File: config.mk
export PLATFORM = sky130hd
export DESIGN_NAME = fpa_front
export DESIGN_NICKNAME = d
export VERILOG_FILES = /design/src/rtl/core/fpa_pkg.sv /design/src/rtl/core/fpa_front.sv
export SDC_FILE = /design/constraint.sdc
export NUM_CORES = 2
export LEC_CHECK = 0
export ABC_CLOCK_PERIOD_IN_PS = 11600
export BUFFER_PORTS_ARGS = -buffer_cell sky130_fd_sc_hd__buf_2
export CAP_MARGIN = 20
export CORE_UTILIZATION = 29
export DETAILED_ROUTE_END_ITERATION = 10
export PLACE_DENSITY = 0.47
export RECOVER_POWER = 25
export SLEW_MARGIN = 20
export SYNTH_ARGS = -nofsm -noshare
export SYNTH_HDL_FRONTEND = slang
export SYNTH_SLANG_ARGS = --single-unit
File: constraint.sdc
create_clock -name clk -period 11.6 [get_ports clk]
set_clock_uncertainty 0.05 [all_clocks]
set_input_delay 0.58 -clock clk [delete_from_list [all_inputs] [get_ports clk]]
set_output_delay 0.58 -clock clk [all_outputs]
set_load 0.02 [all_outputs]
File: src/rtl/core/fpa_pkg.sv
`default_nettype none
// ----------------------------------------------------------------------------
// fpa_pkg
// Shared types, operation codes and sizing constants for the Q24.8 ALU core.
// ----------------------------------------------------------------------------
package fpa_pkg;

  localparam int DataW        = 32;
  localparam int ModeW        = 5;
  localparam int FracBitsDflt = 8;

  typedef enum logic [ModeW-1:0] {
    OP_ADD = 5'd0, OP_SUB = 5'd1, OP_MUL = 5'd2, OP_DIV = 5'd3,
    OP_EQ  = 5'd4, OP_NE  = 5'd5, OP_LE  = 5'd6, OP_GE  = 5'd7,
    OP_GT  = 5'd8, OP_LT  = 5'd9, OP_MIN = 5'd10, OP_MAX = 5'd11,
    OP_INC = 5'd12, OP_DEC = 5'd13, OP_FROM_INT = 5'd14, OP_TO_INT = 5'd15,
    OP_FROM_FLT = 5'd16, OP_TO_FLT = 5'd17
  } op_t;

  typedef struct packed {
    logic [DataW-1:0] result;
    logic             compare_true;
    logic             divide_by_zero;
    logic             out_of_range;
  } res_t;

endpackage : fpa_pkg
`default_nettype wire

File: src/rtl/core/fpa_front.sv
`default_nettype none
// ----------------------------------------------------------------------------
// fpa_front
// Entry stages: decode the operation, compute the non-multiply, non-divide results,
// the float conversions and the 32x32 product magnitude (registered), then
// finish multiply and prepare the divider operands.
// ----------------------------------------------------------------------------
module fpa_front #(
  parameter int FRAC_BITS = fpa_pkg::FracBitsDflt,
  parameter int QW        = fpa_pkg::DataW + FRAC_BITS
) (
  input  wire logic                   clk,
  input  wire logic                   rst_n,
  input  wire logic                   adv,
  input  wire logic                   vld_i,
  input  wire logic [fpa_pkg::ModeW-1:0] mode_i,
  input  wire logic [fpa_pkg::DataW-1:0] a_i,
  input  wire logic [fpa_pkg::DataW-1:0] b_i,
  output logic                        vld_o,
  output logic [QW-1:0]               num_o,
  output logic [fpa_pkg::DataW-1:0]   den_o,
  output logic                        neg_o,
  output logic                        is_div_o,
  output fpa_pkg::res_t               res_o
);
  import fpa_pkg::*;

  // ---------------- stage 1 ----------------
  logic             s_neg_a, s_neg_b;
  logic [DataW-1:0] mag_a, mag_b;
  logic signed [DataW-1:0] sa, sb;
  res_t             r1;
  logic             lt, eq;
  logic [DataW-1:0] toi;

  // from_float
  logic        f_neg;
  logic [7:0]  f_ex;
  logic [23:0] f_m;
  logic        f_oor;
  logic [DataW-1:0] f_res;
  logic signed [10:0] f_sh;
  logic [63:0] f_q;
  logic [5:0]  f_n;

  // to_float
  logic [DataW-1:0] t_u;
  logic [4:0]  t_p;
  logic [DataW-1:0] t_norm;
  logic [23:0] t_keep;
  logic [7:0]  t_low;
  logic        t_up;
  logic [24:0] t_rnd;
  logic [7:0]  t_ex;
  logic [DataW-1:0] t_res;

  always_comb begin
    sa = signed'(a_i);
    sb = signed'(b_i);
    s_neg_a = a_i[DataW-1];
    s_neg_b = b_i[DataW-1];
    mag_a = s_neg_a ? (~a_i + 1'b1) : a_i;
    mag_b = s_neg_b ? (~b_i + 1'b1) : b_i;
    lt = sa < sb;
    eq = a_i == b_i;
    toi = DataW'(sa >>> FRAC_BITS);

    // float to fixed
    f_neg = a_i[31];
    f_ex  = a_i[30:23];
    f_m   = {1'b0, a_i[22:0]};
    f_oor = 1'b0;
    f_res = '0;
    f_q   = '0;
    f_n   = '0;
    f_sh  = '0;
    if (f_ex == 8'hFF) begin
      f_oor = 1'b1;
      f_res = (a_i[22:0] != 0) ? '0 : (f_neg ? 32'h8000_0000 : 32'h7FFF_FFFF);
    end else begin
      if (f_ex != 0) f_m[23] = 1'b1;
      f_sh = 11'(signed'({3'b0, (f_ex == 0) ? 8'd1 : f_ex})) - 11'sd150
             + 11'(FRAC_BITS);
      if (f_m != 0) begin
        if (f_sh >= 0) begin
          if (f_sh > 32) f_q = 64'h100_0000_0000;
          else f_q = {40'b0, f_m} << f_sh[5:0];
        end else if (-f_sh <= 25) begin
          f_n = 6'(-f_sh);
          f_q = ({40'b0, f_m} + (64'd1 << (f_n - 6'd1))) >> f_n;
        end
        if (!f_neg && f_q > 64'h7FFF_FFFF) begin
          f_oor = 1'b1;
          f_res = 32'h7FFF_FFFF;
        end else if (f_neg && f_q > 64'h8000_0000) begin
          f_oor = 1'b1;
          f_res = 32'h8000_0000;
        end else begin
          f_res = f_neg ? (~f_q[31:0] + 1'b1) : f_q[31:0];
        end
      end
    end

    // fixed to float: leading one, shift, round to nearest even
    t_u = mag_a;
    t_p = '0;
    for (int i = 0; i < DataW; i++) begin
      if (t_u[i]) t_p = 5'(i);
    end
    t_norm = t_u << (5'd31 - t_p);          // leading one at bit 31
    t_keep = t_norm[31:8];
    t_low  = t_norm[7:0];
    t_up   = t_low[7] && ((t_low[6:0] != 0) || t_keep[0]);
    t_rnd  = {1'b0, t_keep} + 25'(t_up);
    t_ex   = 8'(t_p) - 8'(FRAC_BITS) + 8'd127;
    if (t_rnd[24]) t_ex = t_ex + 8'd1;
    t_res  = (t_u == 0) ? '0 :
             {s_neg_a, t_ex, t_rnd[24] ? t_rnd[23:1] : t_rnd[22:0]};

    r1 = '0;
    case (mode_i)
      OP_ADD:      r1.result = a_i + b_i;
      OP_SUB:      r1.result = a_i - b_i;
      OP_EQ:       r1.compare_true = eq;
      OP_NE:       r1.compare_true = !eq;
      OP_LE:       r1.compare_true = lt || eq;
      OP_GE:       r1.compare_true = !lt;
      OP_GT:       r1.compare_true = !lt && !eq;
      OP_LT:       r1.compare_true = lt;
      OP_MIN:      r1.result = lt ? a_i : b_i;
      OP_MAX:      r1.result = (!lt && !eq) ? a_i : b_i;
      OP_INC:      r1.result = a_i + 1'b1;
      OP_DEC:      r1.result = a_i - 1'b1;
      OP_FROM_INT: r1.result = a_i << FRAC_BITS;
      OP_TO_INT:   r1.result = toi;
      OP_FROM_FLT: begin
        r1.result = f_res;
        r1.out_of_range = f_oor;
      end
      OP_TO_FLT:   r1.result = t_res;
      OP_DIV:      r1.divide_by_zero = (b_i == 0);
      default:     r1 = '0;
    endcase
    if (mode_i >= OP_EQ && mode_i <= OP_LT) r1.result = DataW'(r1.compare_true);
  end

  logic             v1_r;
  res_t             r1_r;
  logic [2*DataW-1:0] prod_r;
  logic             neg_r, is_mul_r, is_div_r;
  logic [DataW-1:0] ma_r, mb_r;

  always_ff @(posedge clk) begin
    if (!rst_n) v1_r <= 1'b0;
    else if (adv) v1_r <= vld_i;
  end

  always_ff @(posedge clk) begin
    if (adv) begin
      r1_r     <= r1;
      prod_r   <= mag_a * mag_b;
      neg_r    <= s_neg_a ^ s_neg_b;
      is_mul_r <= mode_i == OP_MUL;
      is_div_r <= (mode_i == OP_DIV) && (b_i != 0);
      ma_r     <= mag_a;
      mb_r     <= mag_b;
    end
  end

  // ---------------- stage 2 ----------------
  logic [2*DataW-1:0] psh;
  res_t r2;

  always_comb begin
    psh = prod_r >> FRAC_BITS;
    r2  = r1_r;
    if (is_mul_r) r2.result = neg_r ? (~psh[DataW-1:0] + 1'b1) : psh[DataW-1:0];
  end

  always_ff @(posedge clk) begin
    if (!rst_n) vld_o <= 1'b0;
    else if (adv) vld_o <= v1_r;
  end

  always_ff @(posedge clk) begin
    if (adv) begin
      res_o    <= r2;
      num_o    <= {{FRAC_BITS{1'b0}}, ma_r} << FRAC_BITS;
      den_o    <= mb_r;
      neg_o    <= neg_r;
      is_div_o <= is_div_r;
    end
  end
endmodule : fpa_front
`default_nettype wire

# Yosys cells after proc, flatten, opt, wreduce, memory -nomap -nowiden
# Index checks and enable logic that the tools add are counted.
# totals
register_bits,245
inputBits,73
output_inout_bits,110
word_cells,159
# classes
add_sub_neg,19
mul,1
n_lt_le_gt_ge,8
eq_ne,19
shifts,4
muxes,62
bitwise_logic,5
reduce_logical,20
# ops
cell,count
$mux W32,14
$mux W64,5
$pmux W32 S10,1
$add A32 B1 Y32 const B,5
$mux W5,30
$not A32 Y32,4
$add A24 B64 Y64,1
$gt A64 B31 Y1 const B,1
$gt A64 B32 Y1 const B,1
$logic_not A32 Y1,2
$shl A1 B6 Y64 const A,1
$shl A24 B6 Y64,1
$shr A64 B6 Y64,1
$eq A5 B4 Y1 const B,8
$mul A32 B32 Y40,1
$add A32 B32 Y32,1
$eq A32 B32 Y1,1
$le A32 B6 Y1 const B,1
$lt A32 B32 Y1,1
$neg A10 Y32,1
$reduce_bool A32 Y1,1
$shl A32 B5 Y32,1
$sub A32 B1 Y32 const B,1
$sub A32 B32 Y32,1
32 further kinds,53

# Depth between registers and ports, before layout
# depth
word_depth,44
depth_mapped,43

# Worst setup path before layout
# No wires, ideal clock.
# synth_timing
path_kind,input to register
start,input port b_i[0] (netlist name)
end,register prod_r[38] (data pin)
setup_ps,266
arrival_time_ps,11488
required_time_ps,11284
slack_ps,-204
stages,38
path_buffers,3
cell_sequence,clkbuf_1 > inv_1 > clkbuf_1 > ha_1 > or3b_2 > or3_1 > nand2b_1 > nor4_1 > nand2_1 > or4_1 > nor3_1 > nor2_1 > xnor2_1 > clkbuf_1 > nand2_1 > fa_1 > inv_1 > fa_1 > [... 2 more ...] > ha_1 > fa_1 > fa_1 > fa_1 > ha_1 > a21o_1 > a21o_1 > a21o_1 > a221oi_1 > o21ai_0 > and4_1 > o31a_1 > o21a_1 > o21a_1 > o21a_1 > o21ai_0 > a21boi_0 > xor2_1
# synth_between
elab_chain_cells,4
# synth_lines
element,line,text
start: declaration,fpa_front.sv:18,"input wire logic [fpa_pkg::DataW-1:0] b_i,"
$not A32 Y32,fpa_front.sv:63,mag_b = s_neg_b ? (~b_i + 1'b1) : b_i;
$add A32 B1 Y32,fpa_front.sv:63,
$mux W32,fpa_front.sv:63,
net mag_b[16],fpa_front.sv:30,"logic [DataW-1:0] mag_a, mag_b;"
$mul A32 B32 Y40,fpa_front.sv:161,prod_r <= mag_a * mag_b;
end signal: assignment,fpa_front.sv:161,
end: declaration,fpa_front.sv:149,logic [2*DataW-1:0] prod_r;
# The timed path passes the listed nets, and every way through them passes these cells.
# A chain may end at the register's enable or synchronous reset.

# Worst setup path after layout
# layout_timing
start,input port b_i[1] (netlist name)
end,register prod_r[38] (data pin)
# layout_between
elab_chain_cells,4
# layout_lines
element,line
$not A32 Y32,fpa_front.sv:63
$add A32 B1 Y32,fpa_front.sv:63
$mux W32 *,fpa_front.sv:63
$mul A32 B32 Y40 *,fpa_front.sv:161
# Every way passes the cells marked *; elsewhere a longest branch is shown, timed or not.

==> results.cfg <==
[run_status]
status = complete, but fails checks
violations = capacitance limit, slew limit

[clock_tree]
cts_buffers = 30
clkLatencyLatePin_ns = 0.61
holdBufCountCts = 0
root_buffer = clkbuf_16
post_cts_buffers = 0
cts_tree = built
htree_levels = 1
clock_sinks = 237
cts.reportedPaths.clkPinSlew_ns = 0.07
ctsLongestPathBuffers = 3

[critical_path]
critPathMaxFanout = 15
start_kind = input port
critPathArrivalTime_ns = 11.30
crit_family = adder cells
cp.required_ns = 11.91
critPathMaxStageDelay_ns = 0.57
crit_path_end_kind = flop
worst-path-buf-inv = 10
criticalPathCategory = input port to flop
cp_slowest_cell = fa_1
crit_top_cell = fa_1

[place]
hpwlAfterDp_um = 192000
gp_congestion = 1.02
place_worst_setup_slack_ns = 0.0300
io_buffers = 174
dpl_cell_area_um2 = 54400

[grt]
gr-usage-all-layers_pct = 27.2
grt_pass1_wl_um = 344000
grt_busiest_layer = met2
use_met3_pct = 4.25
grt_overflow_total = 0
met1_usage_pct = 36.8
antenna_found_initial = 10
grt_pass1_vias = 47100
met2_usage_pct = 42.7
grt_max_degree = 81

[cells_and_area]
drive_above_1_share_pct = 11.0
area_delta_synth_final_pct = 11.5
final_cell_area_um2 = 55500
final_nets = 7113

[synthesis]
synth_top_area_cell = fa_1
synthFlopType = edfxtp_1
synth_most_common_cell = nand2_1
synthCells = 6034
synth_seq_cells = 237
synth_area_um2 = 49700
ys_types = 119
synth_edf_count = 235
synthTopCellsByArea = fa_1 (25%), edfxtp_1 (14%), nand2_1 (6.7%)
ys_warn_count = 0
synthArstFlopShare_pct = 0
yosys-top-cells-count = nand2_1 (882), inv_1 (816), fa_1 (626), nor2_1 (472), clkbuf_1 (273)
synth-seq-area-share_pct = 14.3
synth.top_cell.area_share_pct = 25.2
synth_area_per_cell_um2 = 8.24

[detailed_routing]
drc = 0
wl_per_cell_um = 28.6
wl_um = 241000
vias = 47600
postRouteAntennaNets = 0
viasPerCell = 5.66
drtPass1Iterations = 10
drt_iter0_drc = 5030

[job]
maxCapViolations = 3

[hold_path]
hold_path.class = input port to flop

[floorplanning]
dieWidth_um = 416
initial_core_util_pct = 29.3
core_um2 = 170000
die_area_um2 = 173000
die_h_um = 416
io_pins = 183
row_count = 151

[sta]
hold_viol = 0
period_minus_slack_ns = 10.99
min_period_over_period_pct = 94.7
slew_viol_final = 121
fmax_mhz = 91.0
slew_headroom_pct = -158
tightest_slew_ns = 3.86
setup-violations-final = 0
fin_ws_ns = 0.614
-- final timing paths --
| check | from | end | slack [ns] | cells past startpoint |
|---|---|---|---|---|
| min reg2reg | ma_r[2] | num_o[10] | 0.36 | 0 |
| min | rst_n | v1_r | 0.18 | 2 |
| max | b_i[1] | prod_r[38] | 0.61 | 41 |
| max reg2reg | prod_r[8] | res_o[32] | 7.45 | 12 |
-- metal layers --
layer | vias up | share of wire (%)
met5 | - | 0.027
met4 | 10 | 5.1
met3 | 435 | 7.6
met2 | 2243 | 45
met1 | 24200 | 43
li1 | 20800 | -
-- what timing repair did --
action	CTS	global route
hold endpoints to repair	0	0
setup endpoints to repair	0	3
resized for setup	0	2
-- sequential cells by signal, indices dropped and copies added (netlist names), 32 cells and up --
name / flops
mb_r: 32
prod_r: 32
res_o: 35
num_o: 32
ma_r: 32
r1_r: 35
den_o: 32
-- stage by stage --
stage	hold WS [ns]	TNS, ns	std cells	util (%)
after floorplan	0.350	0	6041	-
after global placement	0.351	0	8351	32.0
final	0.178	0	8414	32.6
after global routing	0.190	-0.00558	8407	32.6
after detailed placement	0.355	0	8351	32.0
after CTS	0.142	0	8407	32.6
-- cells by family (layout without fill, tap and decap cells) --
family | count (synthesis) | in the layout | share of synthesized area (%)
fa+ha+maj | 875 | 875 | 31.5
buf+inv | 1217 | 1365 | 9.46
flops | 237 | 237 | 14.3
mux | 168 | 168 | 4.00
other cells | 1 | 15 | 0.00754
xor+xnor | 296 | 296 | 5.34
simple gates | 2065 | 2065 | 19.0
compound gates | 1175 | 1175 | 16.5
-- cell type report --
class | instances | area, um^2
fill | 18000 | 114000
multi-input combinational | 4587 | 38200
sequential | 237 | 7100
timing repair buffer | 475 | 3160
inverter | 834 | 3140
tap | 2218 | 2780
clock buffer | 33 | 783
clock inverter | 23 | 253
antenna | 7 | 17.5
-- cell usage in the layout, fill, tap and decap left out, types with 75 or more instances in the layout --
cell type | netlist | routed
xnor2_1 | 196 | 177
nor2_1 | 472 | 471
buf_2 | 35 | 171
nor3_1 | 130 | 126
nand3_1 | 125 | 125
o21ai_0 | 187 | 185
buf_4 | 16 | 297
inv_1 | 816 | 816
nand2_1 | 882 | 882
xor2_1 | 94 | 94
and2_1 | 75 | 75
edfxtp_1 | 235 | 235
ha_1 | 249 | 249
a21oi_1 | 249 | 248
mux2i_1 | 129 | 127
fa_1 | 626 | 626
Power is not shown: default switching activity piles up to over one toggle a cycle in this logic, so the estimate is an artifact.
